## src/design/rrft_pkg.sv

```systemverilog
package rrft_pkg;

   localparam int unsigned DATA_W   = 32;
   localparam int unsigned FRAC_W   = 16;
   localparam int unsigned ROT_W    = 18;
   localparam int unsigned ROW_W    = 3 * ROT_W;
   localparam int unsigned OPND_W   = DATA_W + 1;
   localparam int unsigned PROD_W   = OPND_W + ROT_W;
   localparam int unsigned ACC_W    = PROD_W + 3;
   localparam int unsigned QUOT_W   = ACC_W - FRAC_W;
   localparam int unsigned CSR_DW   = 64;
   localparam int unsigned CSR_AW   = 6;
   localparam int unsigned TDATA_W  = 6 * DATA_W;

   localparam logic [ACC_W-1:0] ROUND_HALF = ACC_W'(1) << (FRAC_W - 1);
   localparam logic [DATA_W-1:0] SAT_MAX = {1'b0, {(DATA_W-1){1'b1}}};
   localparam logic [DATA_W-1:0] SAT_MIN = {1'b1, {(DATA_W-1){1'b0}}};

   localparam logic [ROW_W-1:0] ROT_ROW0_RESET = ROW_W'(65536);
   localparam logic [ROW_W-1:0] ROT_ROW1_RESET = ROW_W'(65536) << ROT_W;
   localparam logic [ROW_W-1:0] ROT_ROW2_RESET = ROW_W'(65536) << (2 * ROT_W);

   typedef enum logic [2:0] {
      REG_ROT_ROW0 = 3'd0,
      REG_ROT_ROW1 = 3'd1,
      REG_ROT_ROW2 = 3'd2,
      REG_OFFSET_X = 3'd3,
      REG_OFFSET_Y = 3'd4,
      REG_OFFSET_Z = 3'd5
   } reg_index_type;

   typedef struct packed {
      logic [2:0][ROW_W-1:0]  rot_row;
      logic [2:0][DATA_W-1:0] offset;
   } cfg_type;

   typedef struct packed {
      logic s1;
      logic s2;
      logic s3;
   } stage_en_type;

endpackage

```

## src/design/rrft_csr.sv

```systemverilog
module rrft_csr (
   input  logic                         clock,
   input  logic                         reset,
   input  logic                         csr_psel,
   input  logic                         csr_penable,
   input  logic                         csr_pwrite,
   input  logic [rrft_pkg::CSR_AW-1:0]  csr_paddr,
   input  logic [rrft_pkg::CSR_DW-1:0]  csr_pwdata,
   output logic [rrft_pkg::CSR_DW-1:0]  csr_prdata,
   output logic                         csr_pready,
   output rrft_pkg::cfg_type            cfg
);

   rrft_pkg::cfg_type cfg_ff;
   rrft_pkg::cfg_type cfg_in;
   logic [2:0]        index;
   logic              wr_en;

   assign index      = csr_paddr[rrft_pkg::CSR_AW-1:3];
   assign csr_pready = 1'b1;
   assign wr_en      = csr_psel && csr_penable && csr_pwrite && csr_pready;
   assign cfg        = cfg_ff;

   always_comb begin
      cfg_in = cfg_ff;
      if (wr_en) begin
         case (index)
            rrft_pkg::REG_ROT_ROW0: cfg_in.rot_row[0] = csr_pwdata[rrft_pkg::ROW_W-1:0];
            rrft_pkg::REG_ROT_ROW1: cfg_in.rot_row[1] = csr_pwdata[rrft_pkg::ROW_W-1:0];
            rrft_pkg::REG_ROT_ROW2: cfg_in.rot_row[2] = csr_pwdata[rrft_pkg::ROW_W-1:0];
            rrft_pkg::REG_OFFSET_X: cfg_in.offset[0] = csr_pwdata[rrft_pkg::DATA_W-1:0];
            rrft_pkg::REG_OFFSET_Y: cfg_in.offset[1] = csr_pwdata[rrft_pkg::DATA_W-1:0];
            rrft_pkg::REG_OFFSET_Z: cfg_in.offset[2] = csr_pwdata[rrft_pkg::DATA_W-1:0];
            default: cfg_in = cfg_ff;
         endcase
      end
   end

   always_comb begin
      case (index)
         rrft_pkg::REG_ROT_ROW0: csr_prdata = rrft_pkg::CSR_DW'(cfg_ff.rot_row[0]);
         rrft_pkg::REG_ROT_ROW1: csr_prdata = rrft_pkg::CSR_DW'(cfg_ff.rot_row[1]);
         rrft_pkg::REG_ROT_ROW2: csr_prdata = rrft_pkg::CSR_DW'(cfg_ff.rot_row[2]);
         rrft_pkg::REG_OFFSET_X: csr_prdata = rrft_pkg::CSR_DW'(cfg_ff.offset[0]);
         rrft_pkg::REG_OFFSET_Y: csr_prdata = rrft_pkg::CSR_DW'(cfg_ff.offset[1]);
         rrft_pkg::REG_OFFSET_Z: csr_prdata = rrft_pkg::CSR_DW'(cfg_ff.offset[2]);
         default: csr_prdata = '0;
      endcase
   end

   always_ff @(posedge clock) begin
      if (reset) begin
         cfg_ff.rot_row[0] <= rrft_pkg::ROT_ROW0_RESET;
         cfg_ff.rot_row[1] <= rrft_pkg::ROT_ROW1_RESET;
         cfg_ff.rot_row[2] <= rrft_pkg::ROT_ROW2_RESET;
         cfg_ff.offset     <= '0;
      end else begin
         cfg_ff <= cfg_in;
      end
   end

endmodule

```

## config.mk

```make
export PLATFORM = sky130hd
export DESIGN_NAME = rrft_csr
export DESIGN_NICKNAME = d
export VERILOG_FILES = /design/src/design/rrft_pkg.sv /design/src/design/rrft_csr.sv
export SDC_FILE = /design/constraint.sdc
export NUM_CORES = 1
export LEC_CHECK = 0
export BUFFER_PORTS_ARGS = -buffer_cell sky130_fd_sc_hd__buf_2
export CAP_MARGIN = 25
export CORE_MARGIN = 8
export CORE_UTILIZATION = 51
export DETAILED_ROUTE_END_ITERATION = 10
export HOLD_SLACK_MARGIN = 0.08
export PLACE_DENSITY = 0.8
export SLEW_MARGIN = 25
export SYNTH_ARGS = -nofsm -noshare
export SYNTH_HDL_FRONTEND = slang
export SYNTH_SLANG_ARGS = --single-unit
```

## constraint.sdc

```tcl
create_clock -name clock -period 1.5 [get_ports clock]
set_input_delay 0 -clock clock [delete_from_list [all_inputs] [get_ports clock]]
set_output_delay 0 -clock clock [all_outputs]
set_load 0.005 [all_outputs]
```

# After elaboration in Yosys (flattened, before gate mapping)
# Index checks and enable logic that the tools add are counted.
dict set report totals {
  reg_bits 258
  out_inout_bits 323
}
dict set report op_classes {
  eq_ne 5
  n_mux 1
  n_reduce_logical 9
}
# cell count
set ops {}
lappend ops {{case mux 54 bit (6 select lines)} 1}
lappend ops {{AND reduction 2 bit} 6}
lappend ops {{equality test 3 x 2 -> 1 bit, second input constant} 2}
lappend ops {{equality test 3 bit, second input constant} 2}
lappend ops {{equality test 3 x 1 -> 1 bit, second input constant} 1}
lappend ops {{zero test 3 bit} 1}
lappend ops {{logical AND 1 bit} 2}

# Longest topological paths before layout
# Gate-level depths: netlist of the first run.
dict set report depth {
  word_depth 3
  ltp_mapped 7
  ltp_nobuf 3
}

# Least setup slack after synthesis of the first run
# OpenSTA, ideal clock, no wires.
dict set report synth_timing {
  kind {in2reg}
  start {input csr_paddr[5] in the netlist's numbering}
  end {register cfg_ff (netlist bit cfg[124])}
  setup_ns 0.132
  arrival_time_ns 0.989
  required_ns 1.368
  path_slack_ns 0.379
  cell_stages 6
  path_buffers 3
  path_cell_list {buf_2 > nand4b_2 > buf_4 > clkbuf_1 > o21ai_0 > a21oi_1}
}
dict set report synth_between {
  elab_chain_cells 2
}
# element line
set synth_lines {}
lappend synth_lines {{from (decl)} rrft_csr.sv:7} ;# input logic [rrft_pkg::CSR_AW-1:0] csr_paddr,
lappend synth_lines {{zero test 3 bit} rrft_csr.sv:27} ;# case (index)
lappend synth_lines {{AND reduction 2 bit (no line)} n/a}
lappend synth_lines {{to (signal assigned)} rrft_csr.sv:58} ;# cfg_ff <= cfg_in;
lappend synth_lines {{to (decl)} rrft_csr.sv:14} ;# rrft_pkg::cfg_type cfg_ff;
# No other way between the ends.
# A chain may end at the register's enable or synchronous reset.

# Worst setup path in the final report of the first run
dict set report layout_timing {
  start {register cfg_ff (netlist bit cfg[0])}
  end {output csr_prdata[0] in the netlist's numbering}
}
dict set report layout_between {
  elab_chain_cells 1
}
# element line
set layout_lines {}
lappend layout_lines {{case mux 54 bit (6 select lines)} rrft_csr.sv:40} ;# case (index)
lappend layout_lines {{to (decl)} rrft_csr.sv:9} ;# output logic [rrft_pkg::CSR_DW-1:0] csr_prdata,
# No other way between the ends.

==> results_dict.tcl, run 1 <==
set metrics [dict create \
    status "finished with violations" \
    violations "negative setup slack" \
    core_um2 24100 \
    hold_depth 4 \
    htreeDepth 1 \
    wl_per_cell_um 22.5 \
    largest_register_ff_count 258 \
    grt_pass1_wl_um 71000 \
    min_to "cfg[32]" \
    drv_cap 0 \
    power_density_nw_per_um2 933 \
    r2r-start "cfg[151]" \
    gr-usage-all-layers_pct 30.2 \
    rrSetupSlack_ns 0.24 \
    avgSynthCellArea_um2 9.33 \
    worst-path-buf-inv 1 \
    ys_seq_area_share_pct 41.7 \
    maxSlewViolCount 0 \
    synthMuxAreaShare_pct 20.4 \
    drc 0 \
    finalPower_uw 15700 \
    grt_max_degree 62 \
    num_vias 12500 \
    cts_buffers 28 \
    ys_ff_latch 258 \
    layout.cells.non_filler 2096 \
    cts_sinks 258 \
    n_antenna_cell 0 \
    hold_path_class "input port to flop" \
    synth_ff_type "dfxtp_1" \
    synthCells 1327 \
    antenna_found_initial 0 \
    synth_top_family_by_area "multiplexers" \
    final_common_cell "buf_2" \
    cp_max_fo 2 \
    r2r-end "cfg[151]" \
    most-common-layout-cells "369 x buf_2, 205 x mux2i_1, 202 x nand2b_1" \
    synthAdderAreaFrac_pct 0 \
    critPathTopFamily "multiplexers" \
    max_freq_mhz 597 \
    synth_compound_area_share_pct 14.5 \
    ant_nets 0 \
    yosys_warnings 0 \
    max_stage_delay_ns 0.47 \
    start_util_pct 51.4 \
    critPathLaunchType "flop" \
    worstPathRequired_ns 1.50 \
    viasPerCell 5.98 \
    hpwlAfterDp_um 30400 \
    place_inst 1951 \
    finClkSkew_ns 0 \
    crit_slowest_cell "mux4_2" \
    vdd_drop_max_mv 0.897 \
    core.rowCount 57 \
    synth_xor_xnor_area_share_pct 0 \
    final_util_pct 69.9 \
    finalSetupViolations 21 \
    die_height_um 172 \
    crit_chain "mux4_2 > a22o_1 > buf_2" \
    period_needed_ns 1.67 \
    synth_edf_count 0 \
    io_buffers 373 \
    gp_congestion 0.841 \
    power_leakage_uw 0.00835 \
    die_area_um2 29500 \
    cts_tree "built" \
    wirelength_um 47100 \
    rsz0062_at_grt "yes" \
    pre_cts_ws_ns 0.0981 \
    relSlewSlack_pct 56.6 \
    clk_path_buf_depth 3 \
    min-delay-start "csr_paddr[3]" \
    area_growth_pct 36.0 \
    drt_iter0_drc 1311 \
    netlist-cell-type-count 39 \
    root_buffer "clkbuf_16" \
    synth-async-reset-ratio_pct 0 \
    dr.pass1.iters 7 \
    grt_pass1_vias 12900 \
    worst_pin_slew_ns 0.651 \
    final_layout_size_suffix_gt1_share_pct 37.4 \
    fin_crit_sh_pct 112 \
    grt_overflow_total 0 \
    clock_latency_ns 0.55 \
    r2r_cells 3 \
    final_nets 1828 \
    syn_area_um2 12400 \
    synth-simple-area-share_pct 17.1 \
    fin_ws_ns -0.174 \
    crit_arrival_ns 1.67 \
    io_pins 398 \
    fill_cells 1770 \
    clkTransAtPathRegs_ns 0.06 \
    worstSetupPathType "flop to primary output" \
    die_x_um 172 \
    hold_viol 0 \
    crit_path_end_kind "primary output" \
]
==> worst max-delay path by stage <==
| stage | cells after the start | from | slack (ns) | endpoint |
|---|---|---|---|---|
| final | 3 | cfg[0] | -0.17 | csr_prdata[0] |
| after global routing | 3 | cfg[0] | -0.21 | csr_prdata[0] |
| after CTS | 3 | cfg[0] | -0.18 | csr_prdata[0] |
| after detailed placement | 6 | csr_paddr[5] | 0.1 | csr_prdata[28] |
| after global placement | 6 | csr_paddr[5] | 0.1 | csr_prdata[28] |
| after floorplan | 6 | csr_paddr[5] | 0.38 | cfg[124] |
==> where the power goes <==
part	total, uW	switching [uW]	internal [uW]
Sequential	6950	43.5	6900
Clock	7330	2880	4450
Combinational	1430	832	597
==> stage by stage <==
| step | setup TNS (ns) | instance area [um2] | hold WS, ns |
|---|---|---|---|
| after floorplan | 0 | 12400 | 0.148 |
| after global placement | 0 | 14700 | 0.273 |
| after detailed placement | 0 | 14700 | 0.278 |
| after CTS | -1.23 | 16600 | 0.125 |
| after global routing | -2.14 | 16800 | 0.177 |
| final | -1.26 | 16800 | 0.158 |
==> logic make-up after synthesis <==
logic type,Yosys count
other,2
AND/OR/NAND/NOR,373
flip-flops,258
buffers and inverters,144
AO/OA/AOI/OAI,304
multiplexers,246
==> layout make-up <==
type | count | area, um2 | share of cell area (%)
Inverter | 1 | 3.75 | 0.0223
Timing Repair Buffer | 530 | 3460 | 20.6
Tap cell | 324 | 405 | 2.41
Multi-Input combinational cell | 934 | 6740 | 40.0
Clock buffer | 39 | 812 | 4.82
Sequential cell | 258 | 5250 | 31.2
Clock inverter | 10 | 169 | 1.00
==> worst register-to-register path, stage by stage, from the launching register on <==
cell and delay, ns:
dfxtp_2 0.34, o21ai_0 0.10, a21oi_1 0.20, dlygate4sd3_1 0.57
==> metal layers <==
layer	global-route usage, %	share of wire [%]	vias to the layer above
met2	50.4	47	862
met4	17.0	5.0	0
li1	-	-	5521
met1	35.4	37	5952
met5	0	0	-
met3	6.79	11	190
==> synth_stat cells (9+ instances only) <==
| master | instances | share of area [%] |
|---|---|---|
| nand3_1 | 114 | 4.6 |
| a21oi_1 | 110 | 4.4 |
| o21ai_0 | 107 | 4.3 |
| buf_6 | 9 | 0.82 |
| mux2_2 | 39 | 3.5 |
| mux2i_1 | 206 | 17 |
| clkbuf_1 | 68 | 2.1 |
| a22oi_1 | 15 | 0.91 |
| a2bb2oi_1 | 22 | 1.6 |
| nand2b_1 | 203 | 10 |
| nand2_1 | 9 | 0.27 |
| buf_2 | 31 | 1.3 |
| dfxtp_1 | 258 | 42 |
| nor2_1 | 31 | 0.94 |
| buf_4 | 32 | 1.9 |
==> what timing repair did <==
action                                  in CTS  in global routing
endpoints found under the hold margin      258                  0
resized for setup                           65                 53
setup buffers                               24                 11
hold buffers                                61                  0
pin swaps                                   10                  9
endpoints found under the setup margin      25                 34
No activity file was read; power rests on OpenSTA's default activity.
==> run 2: changes to the inputs <==
- CORE_ASPECT_RATIO: unset -> 0.9
==> results_dict.tcl, run 2 (synthesis results as in run 1) <==
set metrics [dict create \
    max_stage_delay_ns 0.45 \
    finalSetupViolations 18 \
    crit_chain "mux4_2 > a22o_1 > buf_2" \
    die_area_um2 29500 \
    drv_cap 0 \
    finClkSkew_ns 0 \
    p_int_uw 11800 \
    rsz0062_at_grt "yes" \
    drc 0 \
    io_pins 398 \
    pwr-share-comb_pct 8.8 \
    grt_overflow_total 0 \
    most-common-layout-cells "369 x buf_2, 203 x mux2i_1, 202 x nand2b_1, 202 x dfxtp_1, 114 x nand3_1" \
    layout.cells.non_filler 2058 \
    worst-path-buf-inv 1 \
    p_sw_share_pct 23.8 \
    pre_cts_ws_ns 0.0784 \
    hpwlAfterDp_um 29500 \
    dr.pass1.iters 6 \
    hold_viol 0 \
    power_leakage_uw 0.00815 \
    grt_pass1_vias 11900 \
    cts_buffers 28 \
    maxSlewViolCount 0 \
    finalPower_uw 15500 \
    final_common_cell "buf_2" \
    period_needed_ns 1.65 \
    fill_cells 1819 \
    ant_nets 0 \
    power_density_nw_per_um2 941 \
    drt_iter0_drc 1223 \
    die_height_um 164 \
    violations "negative setup slack" \
    start_util_pct 51.5 \
    area_growth_pct 33.0 \
    cp_max_fo 3 \
    max_freq_mhz 607 \
    final_layout_size_suffix_gt1_share_pct 35.5 \
    io_buffers 373 \
    worstPathRequired_ns 1.50 \
    clockPowerShare_pct 46.4 \
    cts_sinks 258 \
    clkTransAtPathRegs_ns 0.07 \
    gr-usage-all-layers_pct 28.3 \
    htreeDepth 1 \
    core.rowCount 54 \
    viasPerCell 5.85 \
    num_vias 12000 \
    wirelength_um 44800 \
    n_antenna_cell 0 \
    hold_path_class "input port to flop" \
    grt_max_degree 109 \
    crit_arrival_ns 1.65 \
    vdd_drop_max_mv 0.754 \
    wl_per_cell_um 21.8 \
    core_um2 24100 \
    clk_path_buf_depth 3 \
    crit_slowest_cell "mux4_2" \
    p_switching_uw 3690 \
    fin_crit_sh_pct 110 \
    clock_latency_ns 0.53 \
    final_nets 1803 \
    gp_congestion 0.845 \
    worstSetupPathType "flop to primary output" \
    relSlewSlack_pct 56.7 \
    root_buffer "clkbuf_16" \
    regArea_um2 5240 \
    status "finished with violations" \
    antenna_found_initial 0 \
    crit_path_end_kind "primary output" \
    place_inst 1923 \
    fin_ws_ns -0.147 \
    seqPwrFrac_pct 44.8 \
    critPathTopFamily "multiplexers" \
    multi_input_area_um2 6660 \
    grt_pass1_wl_um 68100 \
    critPathLaunchType "flop" \
    cts_tree "built" \
    largest_register_ff_count 258 \
    worst_pin_slew_ns 0.649 \
    die_x_um 180 \
]
==> run 2: changes by cell type in the layout (fill, tap and decap cells not counted), moves of 5 or more <==
| cell | delta |
|---|---|
| mux2_4 | -5 |
| mux2_2 | +5 |
| dfxtp_2 | -11 |
| buf_4 | -19 |
| dfxtp_1 | +11 |
==> run 2: final cells by class <==
| class | instances | share of cell area (%) |
|---|---|---|
| multi-input combinational | 934 | 40.4 |
| timing repair buffer | 505 | 19.5 |
| clock inverter | 13 | 0.904 |
| inverter | 1 | 0.0228 |
| sequential | 258 | 31.8 |
| clock buffer | 39 | 5.00 |
| tap | 308 | 2.34 |
==> run 2: path summary, 6_finish.rpt <==
| check | startpoint | to | slack (ns) | depth (start not counted) |
|---|---|---|---|---|
| worst max-delay path | cfg[0] | csr_prdata[0] | -0.15 | 3 |
| worst min-delay path | csr_penable | cfg[208] | 0.15 | 4 |
| worst max register to register | cfg[151] | cfg[151] | 0.24 | 4 |
| worst min register to register | cfg[149] | cfg[149] | 0.49 | 2 |
==> run 2: metrics by stage <==
stage / hold slack, ns / util [%] / area [um2] / setup TNS, ns
2_1_floorplan: 0.148 / - / 12400 / 0
3_3_place_gp: 0.274 / 60.3 / 14500 / 0
3_5_place_dp: 0.278 / 60.3 / 14500 / 0
4_1_cts: 0.140 / 68.0 / 16300 / -1.47
5_1_grt: 0.154 / 68.5 / 16500 / -2.12
6_report: 0.151 / 68.5 / 16500 / -1.09
==> run 2: worst reg2reg max path, delay by kind of cell (launching register included) <==
family	cells	cell delay [ns]
buffers and inverters	2	0.67
AOI/OAI and AO/OA	2	0.15
DFF	1	0.32
==> run 2: power groups by stage <==
stage                     Clock, uW  Combinational (uW)  Sequential, uW
after global placement            0                1170            7090
final                          7200                1360            6940
after CTS                      7280                1330            6940
after detailed placement          0                1190            7090
after floorplan                   0                 718            7090
after global routing           7550                1440            6950
==> run 2: timing repair <==
action                                 in CTS  in global routing
hold buffers                               59                  0
setup endpoints to repair                  23                 29
gates resized for setup                    51                 39
endpoints found under the hold margin     258                  0
buffers inserted                           22                  2
pin swaps                                  13                 15
==> run 2: layer usage <==
metal	GRT usage (%)	share of wire [%]	vias up
met1	34.6	40	5792
met5	0	0	-
met3	7.25	8.9	128
met2	46.8	47	641
li1	-	-	5473
met4	12.5	4.6	0
